`config.mk`:
```
export PLATFORM = sky130hd
export DESIGN_NAME = hcbp_fifo
export DESIGN_NICKNAME = d
export VERILOG_FILES = /design/src/hcbp_pkg.sv /design/src/hcbp_fifo.sv
export SDC_FILE = /design/constraint.sdc
export NUM_CORES = 1
export LEC_CHECK = 0
export ABC_AREA = 1
export BUFFER_PORTS_ARGS = -buffer_cell sky130_fd_sc_hd__buf_2
export CORE_ASPECT_RATIO = 1.5
export CORE_MARGIN = 2
export CORE_UTILIZATION = 39
export CTS_CLUSTER_DIAMETER = 80
export CTS_CLUSTER_SIZE = 30
export DETAILED_ROUTE_END_ITERATION = 7
export HOLD_SLACK_MARGIN = 0.05
export PLACE_DENSITY = 0.57
export SLEW_MARGIN = 10
export SYNTH_ARGS = -nofsm -noshare
export SYNTH_HDL_FRONTEND = slang
export SYNTH_SLANG_ARGS = --single-unit
```
`constraint.sdc`:
```
create_clock -name clk_i -period 2 [get_ports clk_i]
set_input_delay 0.2 -clock clk_i [delete_from_list [all_inputs] [get_ports clk_i]]
set_output_delay 0.2 -clock clk_i [all_outputs]
set_load 0.005 [all_outputs]
```
`src/hcbp_pkg.sv`:
```
// Shared types and constants of the Huffman code bit packer.
// No dependencies.
package hcbp_pkg;

  localparam int unsigned SymbolCountDef = 256;
  localparam int unsigned MaxCodeLen     = 32;
  localparam int unsigned QueueDepth     = 4;

  localparam int unsigned ByteW   = 8;
  localparam int unsigned CodeW   = 32;
  localparam int unsigned LenW    = 6;
  localparam int unsigned WinW    = CodeW + ByteW;  // up to 7 held bits + 32 code bits
  localparam int unsigned LenCapI = (MaxCodeLen < CodeW) ? MaxCodeLen : CodeW;
  localparam logic [LenW-1:0] LenCap = LenW'(LenCapI);

  localparam logic [1:0] ModeLoad   = 2'd0;
  localparam logic [1:0] ModeEncode = 2'd1;
  localparam logic [1:0] ModeFlush  = 2'd2;

  typedef enum logic [1:0] {
    OpEncode,
    OpMissing,
    OpFlush
  } op_kind_e;

  typedef struct packed {
    logic [1:0]       mode;
    logic [7:0]       symbol;
    logic [CodeW-1:0] code_bits;
    logic [LenW-1:0]  code_length;
  } in_t;

  typedef struct packed {
    logic [7:0]  out_byte;
    logic        has_byte;
    logic [3:0]  valid_bits;
    logic [31:0] total_bytes;
    logic        status;
    logic        last;
  } res_t;

  typedef struct packed {
    op_kind_e         kind;
    logic [CodeW-1:0] code;
    logic [LenW-1:0]  len;
  } op_t;

endpackage

```
`src/hcbp_fifo.sv`:
```
// Short operation queue between front and back of the bit packer.
// Depends on hcbp_pkg.
module hcbp_fifo #(
  parameter int unsigned Depth = hcbp_pkg::QueueDepth
) (
  input  logic                       clk_i,
  input  logic                       rst_ni,
  input  logic                       push_i,
  input  hcbp_pkg::op_t              op_i,
  input  logic                       pop_i,
  output hcbp_pkg::op_t              op_o,
  output logic                       empty_o,
  output logic [$clog2(Depth+1)-1:0] count_o
);
  import hcbp_pkg::*;

  localparam int unsigned PtrW = (Depth > 1) ? $clog2(Depth) : 1;
  localparam int unsigned CntW = $clog2(Depth + 1);

  op_t             mem_q [Depth];
  logic [PtrW-1:0] wr_q, rd_q;
  logic [CntW-1:0] cnt_q;

  function automatic logic [PtrW-1:0] ptr_inc(input logic [PtrW-1:0] p);
    return (p == PtrW'(Depth - 1)) ? '0 : p + 1'b1;
  endfunction

  always_ff @(posedge clk_i) begin
    if (push_i) begin
      mem_q[wr_q] <= op_i;
    end
  end

  always_ff @(posedge clk_i or negedge rst_ni) begin
    if (!rst_ni) begin
      wr_q  <= '0;
      rd_q  <= '0;
      cnt_q <= '0;
    end else begin
      if (push_i) wr_q <= ptr_inc(wr_q);
      if (pop_i)  rd_q <= ptr_inc(rd_q);
      if (push_i && !pop_i) begin
        cnt_q <= cnt_q + 1'b1;
      end else if (pop_i && !push_i) begin
        cnt_q <= cnt_q - 1'b1;
      end
    end
  end

  assign op_o    = mem_q[rd_q];
  assign empty_o = (cnt_q == '0);
  assign count_o = cnt_q;

endmodule

```
==> impl_results.md <==
- Clock transition at path regs: 70 ps
- Synth warnings: 0
- P_leak: approximately 0.0036 uW
- Grt ovf: 0
- Layout area overhead: 25.0%
- HP Class: input port to flip-flop
- Design Area, Final: roughly 0.0086 mm^2
- Setup violations, final: 0
- Final Hold Vio Count: 0
- Net count, final: 705
- Hold Path End: wr_q[0]
- WL final: 13.1 mm
- Initial antenna violation count: 0
- Seq cells post-synth: 167
- Post-synthesis xor/xnor area fraction: 0.127%
- PwrDens: about 1300 mW/mm^2
- Post-synth ARST share: 4.19%
- Reg-to-Reg Start: wr_q[1]
- Setup crit start kind: flip-flop
- DR vias: just over 4000
- Hold wc startpoint: push_i
- Clk sink count: 167
- Period utilisation layout: 96.6%
- Largest net degree at the start of global routing: 93
- Core Region: ~0.017 mm^2
- DPL Wire Length: a little over 8 mm
- Clk_lat worst skew: 410 ps
- Antenna viol nets, final: 0
- CTS tree: built
- 1st-iter DRT viols: 228
- Final Non-Filler Cells: between 800 and 900
- Kind of critical path: flip-flop to primary output
- Most frequent cells in the layout: edfxtp_1 (160), nand2_1 (133), inv_1 (87), buf_2 (87), o211ai_1 (57)
- Total CTS buffers: 17
- Crit path time final: 1930 ps
- # diodes: 0
- RR Endpoint: mem_q[1][35]
- Core Util, Final: 49.7%
- Port-buffer cells: 87
- Global Route Usage Sum: ~15%
- Mean Syn Cell Area: 13.3 um^2
- Flop2flop setup slack: 500 ps
- Slew HR: 71.3%
- Post-synthesis compound-gate area fraction: 10.7%
- Simple logic cell fraction of the synthesized area: 7.70%
- Netlist Area Pre-Place: approximately 0.0069 mm^2
- Commonest non-fill, non-tap cell in the layout: edfxtp_1
- Status: finished clean
- Setup WS pre-CTS: 485 ps
- Synth Instances: slightly above 500
- Clock Skew: 6.33 ps
- Placed Area: between 0.007 and 0.008 mm^2
- Vias per cell: 4.67
- Adder-cell area share of the yosys netlist: 1.38%
- Post-Syn Nets: 569
- Worst path required time: between 1500 and 2000 ps
- Die width: approximately 110 um
- Initial core utilization: approximately two fifths
- Max_cap viols: 0
- Final worst slack: 68.5 ps
- VDD IR max: 0.732 mV
- Hold path depth: 2
- I/O pins: 88
- Die area: 0.0188 mm^2
- Root Buffer: clkbuf_16
- 1st-pass router iterations: 6
- Placed Cells: 806
- WL per Instance: 14.8 um
- DR DRC count: 0
- CP arrival: approximately 1700 ps
- Sequential area share after synthesis: between 70% and 80%
- Min Hold Slack: 95.0 ps
- Die Y: around 170 um
- First-pass GRT wire length: around 21 mm
- Setup crit end kind: primary output
- Bufs on Longest Clock Path: 2
- F_max: 518 MHz
- Reg2reg path depth: 5
- Share of layout cells above drive strength 1: 24.7%
- Worst slew pin tran: ~430 ps
- Yosys cell types: 19
- RSZ-0062 raised after global routing: true
- Critical Path Fanout Max: 92
- Row cnt: 59
- Largest family of logic cells by synthesized area: compound AO/OA/AOI/OAI gates
- Post-synth EDFFs: 160
- Top FF cell, synth: edfxtp_1
- Number of global-route vias before repair: slightly above 4000
- CTS H-tree depth: 4
- Placer Congestion: 0.714
- Setup bufs post-CTS: 0
- Post-synthesis mux area share: 0%
- Max Slew Vio Count: 0
[flip-flops by register name, summed over array words and instances (netlist names)]
signal / count
mem_q: 160
count_o: 3
rd_q: 2
wr_q: 2
[report_power, final]
part / internal, uW / switching, uW
Combinational: 1370 / 2120
Sequential: 4490 / 185
Clock: 1900 / 1410
[cells by family after synthesis]
family,after synthesis
DFF,167
and+or+nand+nor,140
buffers and inverters,119
AOI/OAI and AO/OA,84
adders and majority gates,7
xor gates and xnor gates,1
[how the worst max path moves through the flow]
stage	startpoint	end	slack (ps)	depth (start not counted)
2_1_floorplan	wr_q[0]	mem_q[0][0]	160	4
3_3_place_gp	rd_q[1]	op_o[7]	500	4
3_5_place_dp	rd_q[1]	op_o[36]	480	4
4_1_cts	rd_q[0]	op_o[12]	30	6
5_1_grt	rd_q[0]	op_o[3]	-10	6
6_report	rd_q[0]	op_o[3]	70	6
[what timing repair did]
item / 4_1_cts / 5_1_grt
gates resized for setup: 0 / 6
hold endpoints to repair: 169 / 0
setup endpoints to repair: 0 / 23
hold buffers: 42 / 0
[layout make-up]
cell class	count	area, um^2
timing repair buffer	143	1040
multi-input combinational	232	1380
sequential	167	4980
inverter	93	353
tap	213	267
clock inverter	15	179
clock buffer	17	425
fill	1499	8730
[critical path, stage by stage, from the launching register on]
cell      delay [ps]
dfrtp_1          420
inv_4            100
buf_16           310
nand2_1          160
o211ai_1         110
nand2_1           70
buf_2            130
[layer usage]
metal / up-vias / GRT usage [%] / routed length, um / share of wire, %
met5: - / 0 / 0 / 0
met4: 0 / 5.30 / 195 / 1.5
met3: 14 / 3.06 / 412 / 3.2
met2: 71 / 26.6 / 7010 / 54
met1: 1951 / 16.9 / 5440 / 42
li1: 2071 / - / - / -
[cells in the mapped netlist, types with 2 or more instances]
cell type / instances / share of area, %
o211ai_1: 57 / 6.2
o21ai_1: 2 / 0.15
dfrtp_1: 7 / 2.5
buf_2: 15 / 1.1
inv_1: 91 / 5.0
buf_6: 10 / 1.6
inv_2: 2 / 0.11
nand2_1: 135 / 7.4
o21ai_0: 2 / 0.15
ha_1: 6 / 1.1
edfxtp_1: 160 / 70
nor2_1: 2 / 0.11
o211ai_2: 23 / 4.2
[per-stage QoR]
step | TNS (ps) | power, uW
2_1_floorplan | 0 | 6950
3_3_place_gp | 0 | 8130
3_5_place_dp | 0 | 8250
4_1_cts | 0 | 11600
5_1_grt | -46.1 | 12200
6_report | 0 | 11500
Power figures use the tool's default switching activity.
