**src/hcbp_pkg.sv**
```systemverilog
// Shared types and constants of the Huffman code bit packer.
// No dependencies.
package hcbp_pkg;

  localparam int unsigned SymbolCountDef = 256;
  localparam int unsigned MaxCodeLen     = 32;
  localparam int unsigned QueueDepth     = 4;

  localparam int unsigned ByteW   = 8;
  localparam int unsigned CodeW   = 32;
  localparam int unsigned LenW    = 6;
  localparam int unsigned WinW    = CodeW + ByteW;  // up to 7 held bits + 32 code bits
  localparam int unsigned LenCapI = (MaxCodeLen < CodeW) ? MaxCodeLen : CodeW;
  localparam logic [LenW-1:0] LenCap = LenW'(LenCapI);

  localparam logic [1:0] ModeLoad   = 2'd0;
  localparam logic [1:0] ModeEncode = 2'd1;
  localparam logic [1:0] ModeFlush  = 2'd2;

  typedef enum logic [1:0] {
    OpEncode,
    OpMissing,
    OpFlush
  } op_kind_e;

  typedef struct packed {
    logic [1:0]       mode;
    logic [7:0]       symbol;
    logic [CodeW-1:0] code_bits;
    logic [LenW-1:0]  code_length;
  } in_t;

  typedef struct packed {
    logic [7:0]  out_byte;
    logic        has_byte;
    logic [3:0]  valid_bits;
    logic [31:0] total_bytes;
    logic        status;
    logic        last;
  } res_t;

  typedef struct packed {
    op_kind_e         kind;
    logic [CodeW-1:0] code;
    logic [LenW-1:0]  len;
  } op_t;

endpackage

```
**src/hcbp_back.sv**
```systemverilog
// Back end: bit window, byte emission, byte total and result register.
// Depends on hcbp_pkg.
module hcbp_back (
  input  logic           clk_i,
  input  logic           rst_ni,
  input  logic           empty_i,
  input  hcbp_pkg::op_t  op_i,
  output logic           pop_o,
  output logic           strobe_o,
  output hcbp_pkg::res_t res_o
);
  import hcbp_pkg::*;

  logic [WinW-1:0] win_q, win_d;
  logic [LenW-1:0] cnt_q, cnt_d;
  logic [31:0]     total_q, total_d;
  logic            strobe_q, strobe_d;
  res_t            res_q, res_d;
  logic [WinW-1:0] aligned;
  logic [LenW-1:0] sh;
  logic            full;

  always_comb begin
    full    = (cnt_q >= LenW'(ByteW));
    sh      = LenW'(CodeW) - op_i.len;
    aligned = {op_i.code, ByteW'(0)} << sh;
    pop_o   = !empty_i && !full;

    win_d    = win_q;
    cnt_d    = cnt_q;
    total_d  = total_q;
    strobe_d = 1'b0;
    res_d    = res_q;

    if (full) begin
      // one full byte leaves the top of the window each cycle
      win_d    = win_q << ByteW;
      cnt_d    = cnt_q - LenW'(ByteW);
      total_d  = total_q + 1'b1;
      strobe_d = 1'b1;
      res_d.out_byte    = win_q[WinW-1 -: ByteW];
      res_d.has_byte    = 1'b1;
      res_d.valid_bits  = 4'd8;
      res_d.total_bytes = total_q + 1'b1;
      res_d.status      = 1'b0;
      res_d.last        = (cnt_q < LenW'(2 * ByteW));
    end else if (!empty_i) begin
      unique case (op_i.kind)
        OpEncode: begin
          win_d = win_q | (aligned >> cnt_q[2:0]);
          cnt_d = cnt_q + op_i.len;
        end
        OpMissing: begin
          strobe_d          = 1'b1;
          res_d.out_byte    = '0;
          res_d.has_byte    = 1'b0;
          res_d.valid_bits  = '0;
          res_d.total_bytes = total_q;
          res_d.status      = 1'b1;
          res_d.last        = 1'b1;
        end
        OpFlush: begin
          strobe_d     = 1'b1;
          res_d.status = 1'b0;
          res_d.last   = 1'b1;
          if (cnt_q != '0) begin
            res_d.out_byte    = win_q[WinW-1 -: ByteW];
            res_d.has_byte    = 1'b1;
            res_d.valid_bits  = {1'b0, cnt_q[2:0]};
            res_d.total_bytes = total_q + 1'b1;
          end else begin
            res_d.out_byte    = '0;
            res_d.has_byte    = 1'b0;
            res_d.valid_bits  = '0;
            res_d.total_bytes = total_q;
          end
          win_d   = '0;
          cnt_d   = '0;
          total_d = '0;
        end
        default: begin
          strobe_d = 1'b0;
        end
      endcase
    end
  end

  always_ff @(posedge clk_i or negedge rst_ni) begin
    if (!rst_ni) begin
      win_q    <= '0;
      cnt_q    <= '0;
      total_q  <= '0;
      strobe_q <= 1'b0;
    end else begin
      win_q    <= win_d;
      cnt_q    <= cnt_d;
      total_q  <= total_d;
      strobe_q <= strobe_d;
    end
  end

  always_ff @(posedge clk_i) begin
    res_q <= res_d;
  end

  assign strobe_o = strobe_q;
  assign res_o    = res_q;

endmodule

```
**config.mk**
```make
export PLATFORM = sky130hd
export DESIGN_NAME = hcbp_back
export DESIGN_NICKNAME = d
export VERILOG_FILES = /design/src/hcbp_pkg.sv /design/src/hcbp_back.sv
export SDC_FILE = /design/constraint.sdc
export NUM_CORES = 1
export LEC_CHECK = 0
export BUFFER_PORTS_ARGS = -buffer_cell sky130_fd_sc_hd__buf_2
export CORE_MARGIN = 2
export CORE_UTILIZATION = 65
export DETAILED_ROUTE_END_ITERATION = 8
export PLACE_DENSITY = 0.87
export SLEW_MARGIN = 40
export SYNTH_ARGS = -nofsm -noshare
export SYNTH_HDL_FRONTEND = slang
export SYNTH_SLANG_ARGS = --single-unit
```
**constraint.sdc**
```tcl
create_clock -name clk_i -period 6.97 [get_ports clk_i]
set_clock_uncertainty 0.2 [all_clocks]
set_input_delay 1.0455 -clock clk_i [delete_from_list [all_inputs] [get_ports clk_i]]
set_output_delay 1.0455 -clock clk_i [all_outputs]
set_load 0.005 [all_outputs]
```
==> results.json <==
{
  "critPathMaxFanout": 31,
  "layout.nets": 1115,
  "drv_cap": 0,
  "fp.dieArea_um2": 15200,
  "layout_common_cells": "nand2_1 (98), nor2_1 (94), buf_2 (90)",
  "gp_congestion": 0.976,
  "status": "finished clean",
  "fillers": 977,
  "slowest_stage": "inv_1",
  "worst_ep_required_time_ns": 7.06,
  "routed_wirelength_um": 24700,
  "grt_pass1_wl_um": 39500,
  "worst_pin_slew_ns": 0.863,
  "crit_top_cell": "inv_1",
  "synth.net_count": 1069,
  "fp.dieH_um": 123,
  "drt_pass1_iterations": 6,
  "slowest_delay_ns": 0.49,
  "die_w_um": 123,
  "grt_max_degree": 79,
  "fmax_mhz": 235,
  "clockRootBuffer": "clkbuf_16",
  "worst_ir_drop_vdd_uv": 228,
  "finalCritPeriodShare_pct": 61.0,
  "ys_types": 82,
  "cts_tree": "yes",
  "clkTransAtPathRegs_ns": 0.06,
  "track_usage_pct": 33.3,
  "grt_pass1_vias": 7821,
  "postLayoutCoreUtil_pct": 74.6,
  "postCtsSetupBuffers": 0,
  "regArea_um2": 3300,
  "htreeDepth": 4,
  "slew_headroom_pct": 42.5,
  "syn_inst": 1013,
  "hold_path.class": "flip-flop to flip-flop",
  "wl_per_cell_um": 19.7,
  "rsz0062_at_grt": "false",
  "dp_hpwl_um": 16300,
  "hold_viol_final": 0,
  "powerDensity_nw_per_um2": 309,
  "synth-edff-count": 41,
  "insertion_delay_ns": 0.42,
  "start_util_pct": 66.6,
  "numCtsBuffers": 17,
  "p_leak_nw": 4.39,
  "initialDrtViolationCount": 1128,
  "path_cells": "buf_2, inv_1, ha_1, buf_4, inv_1, nor3_1, nor3_2, a211oi_1, or2_2, mux4_2, a211oi_2, o22ai_1",
  "yosys_most_used_dff": "dfrtp_1",
  "ctsResizeCount": 0,
  "tns_ns": 0,
  "stdcell_area_um2": 10400,
  "final_common_cell": "nand2_1",
  "post-route-min-period_ns": 4.25,
  "synth_async_sr_flop_share_pct": 62.4,
  "vias_per_cell": 6.88,
  "vias": 8614,
  "coreArea_um2": 13900,
  "arrival_ns": 4.34,
  "cts.sinks": 125,
  "drc": 0,
  "ys_seq_elements": 125,
  "syn-cell-area_um2": 9250,
  "portBuffers": 91,
  "endpoint_kind": "flip-flop",
  "clockBufferDepth": 2,
  "antenna_found_initial": 0,
  "diodes": 0,
  "ys_seq_area_share_pct": 35.7,
  "startpoint_type": "primary input",
  "post_dp_cell_area_um2": 9720,
  "area_growth_pct": 12.0,
  "multi_input_area_um2": 5530,
  "avgSynthCellArea_um2": 9.13,
  "drive_gt1_share_pct": 20.9,
  "grt-ovfl-total": 0,
  "setup-violations-final": 0,
  "ios": 92,
  "final-max-slew-violation-count": 0,
  "yosysWarnings": 0,
  "hold_buffers": 0,
  "ant_nets": 0,
  "critPathKind": "primary input to flip-flop",
  "rows": 43
}
metal layers:
metal | global-route usage [%] | vias up | wire (µm)
met2 | 51.9 | 514 | 11800
met4 | 9.87 | 0 | 437
met3 | 6.32 | 55 | 2190
li1 | - | 3885 | -
met1 | 47.6 | 4160 | 10300
met5 | 0 | - | 0
critical path, delay by kind of cell:
family,cells,cell delay [ns]
buffers and inverters,4,1.01
AND/OR/NAND/NOR,3,0.95
AO/OA/AOI/OAI,3,0.54
multiplexers,1,0.49
adder cells (fa/ha/maj),1,0.29
layout make-up:
class	instances	share of cell area, %
repair buffers	106	5.69
clock buffers	22	5.11
clock inverters	10	0.954
multi-input cells	788	53.4
inverters	21	0.761
flip-flops and latches	125	31.9
well taps	180	2.17
report_power, final:
part | total, mW | internal, mW | switching (mW)
Clock | 0.919 | 0.578 | 0.341
Combinational | 1.25 | 0.461 | 0.790
Sequential | 1.03 | 0.945 | 0.0853
Yosys cell counts, types with 8 or more instances:
cell type	number	area [µm²]
a211oi_1	8	60.1
a21oi_1	69	345
and2_1	13	81.3
and3_1	32	200
buf_2	13	65.1
clkbuf_1	53	199
dfrtp_1	78	1950
edfxtp_1	41	1230
ha_1	12	150
inv_1	20	75.1
mux2_2	26	293
mux2i_1	43	430
mux4_2	35	788
nand2_1	98	368
nand2b_1	9	56.3
nand3_1	30	150
nor2_1	94	353
nor2b_1	11	68.8
nor3_1	22	110
o211ai_1	9	67.6
o21ai_0	80	400
o21ai_1	8	40.0
o221ai_1	10	87.6
o22ai_1	19	119
o31ai_1	14	105
or3_1	15	93.8
xor2_1	18	158
worst paths after layout:
path / to / cells past startpoint / slack (ns) / from
hold / removal: res_o[34] / 2 / 0.25 / res_o[34]
setup / recovery: win_q[35] / 12 / 2.72 / op_i[1]
hold reg to reg: res_o[34] / 2 / 0.25 / res_o[34]
max in group asynchronous: total_q[31] / 1 / 5.62 / rst_ni
min in group asynchronous: total_q[8] / 1 / 0.45 / rst_ni
setup reg to reg: res_o[7] / 9 / 3.47 / cnt_q[0]
per-stage QoR:
stage | hold WS, ns | instances | power (mW) | setup slack [ns]
after floorplan | 0.239 | 1013 | 1.89 | 1.74
after global placement | 0.230 | 1218 | 2.19 | 2.45
after detailed placement | 0.243 | 1220 | 2.24 | 2.35
after CTS | 0.252 | 1252 | 3.17 | 2.78
after global routing | 0.261 | 1252 | 3.37 | 2.53
final | 0.254 | 1252 | 3.20 | 2.72
registers in the layout (all words and copies together), names as in the netlist:
| name | count |
|---|---|
| res_o | 47 |
| win_q | 39 |
| total_q | 32 |
| cnt_q | 6 |
| strobe_o | 1 |
logic make-up (layout without fill, tap and decap cells):
family,after synthesis,count (layout),synth area share [%]
AOI/OAI and AO/OA,283,283,19.4
xor gates and xnor gates,26,26,2.54
adders and majority gates,13,13,1.84
buffers and inverters,100,159,4.90
DFF,125,125,35.7
muxes,108,108,16.9
and+or+nand+nor,358,358,18.7
No activity file was read; power rests on OpenSTA's default activity.
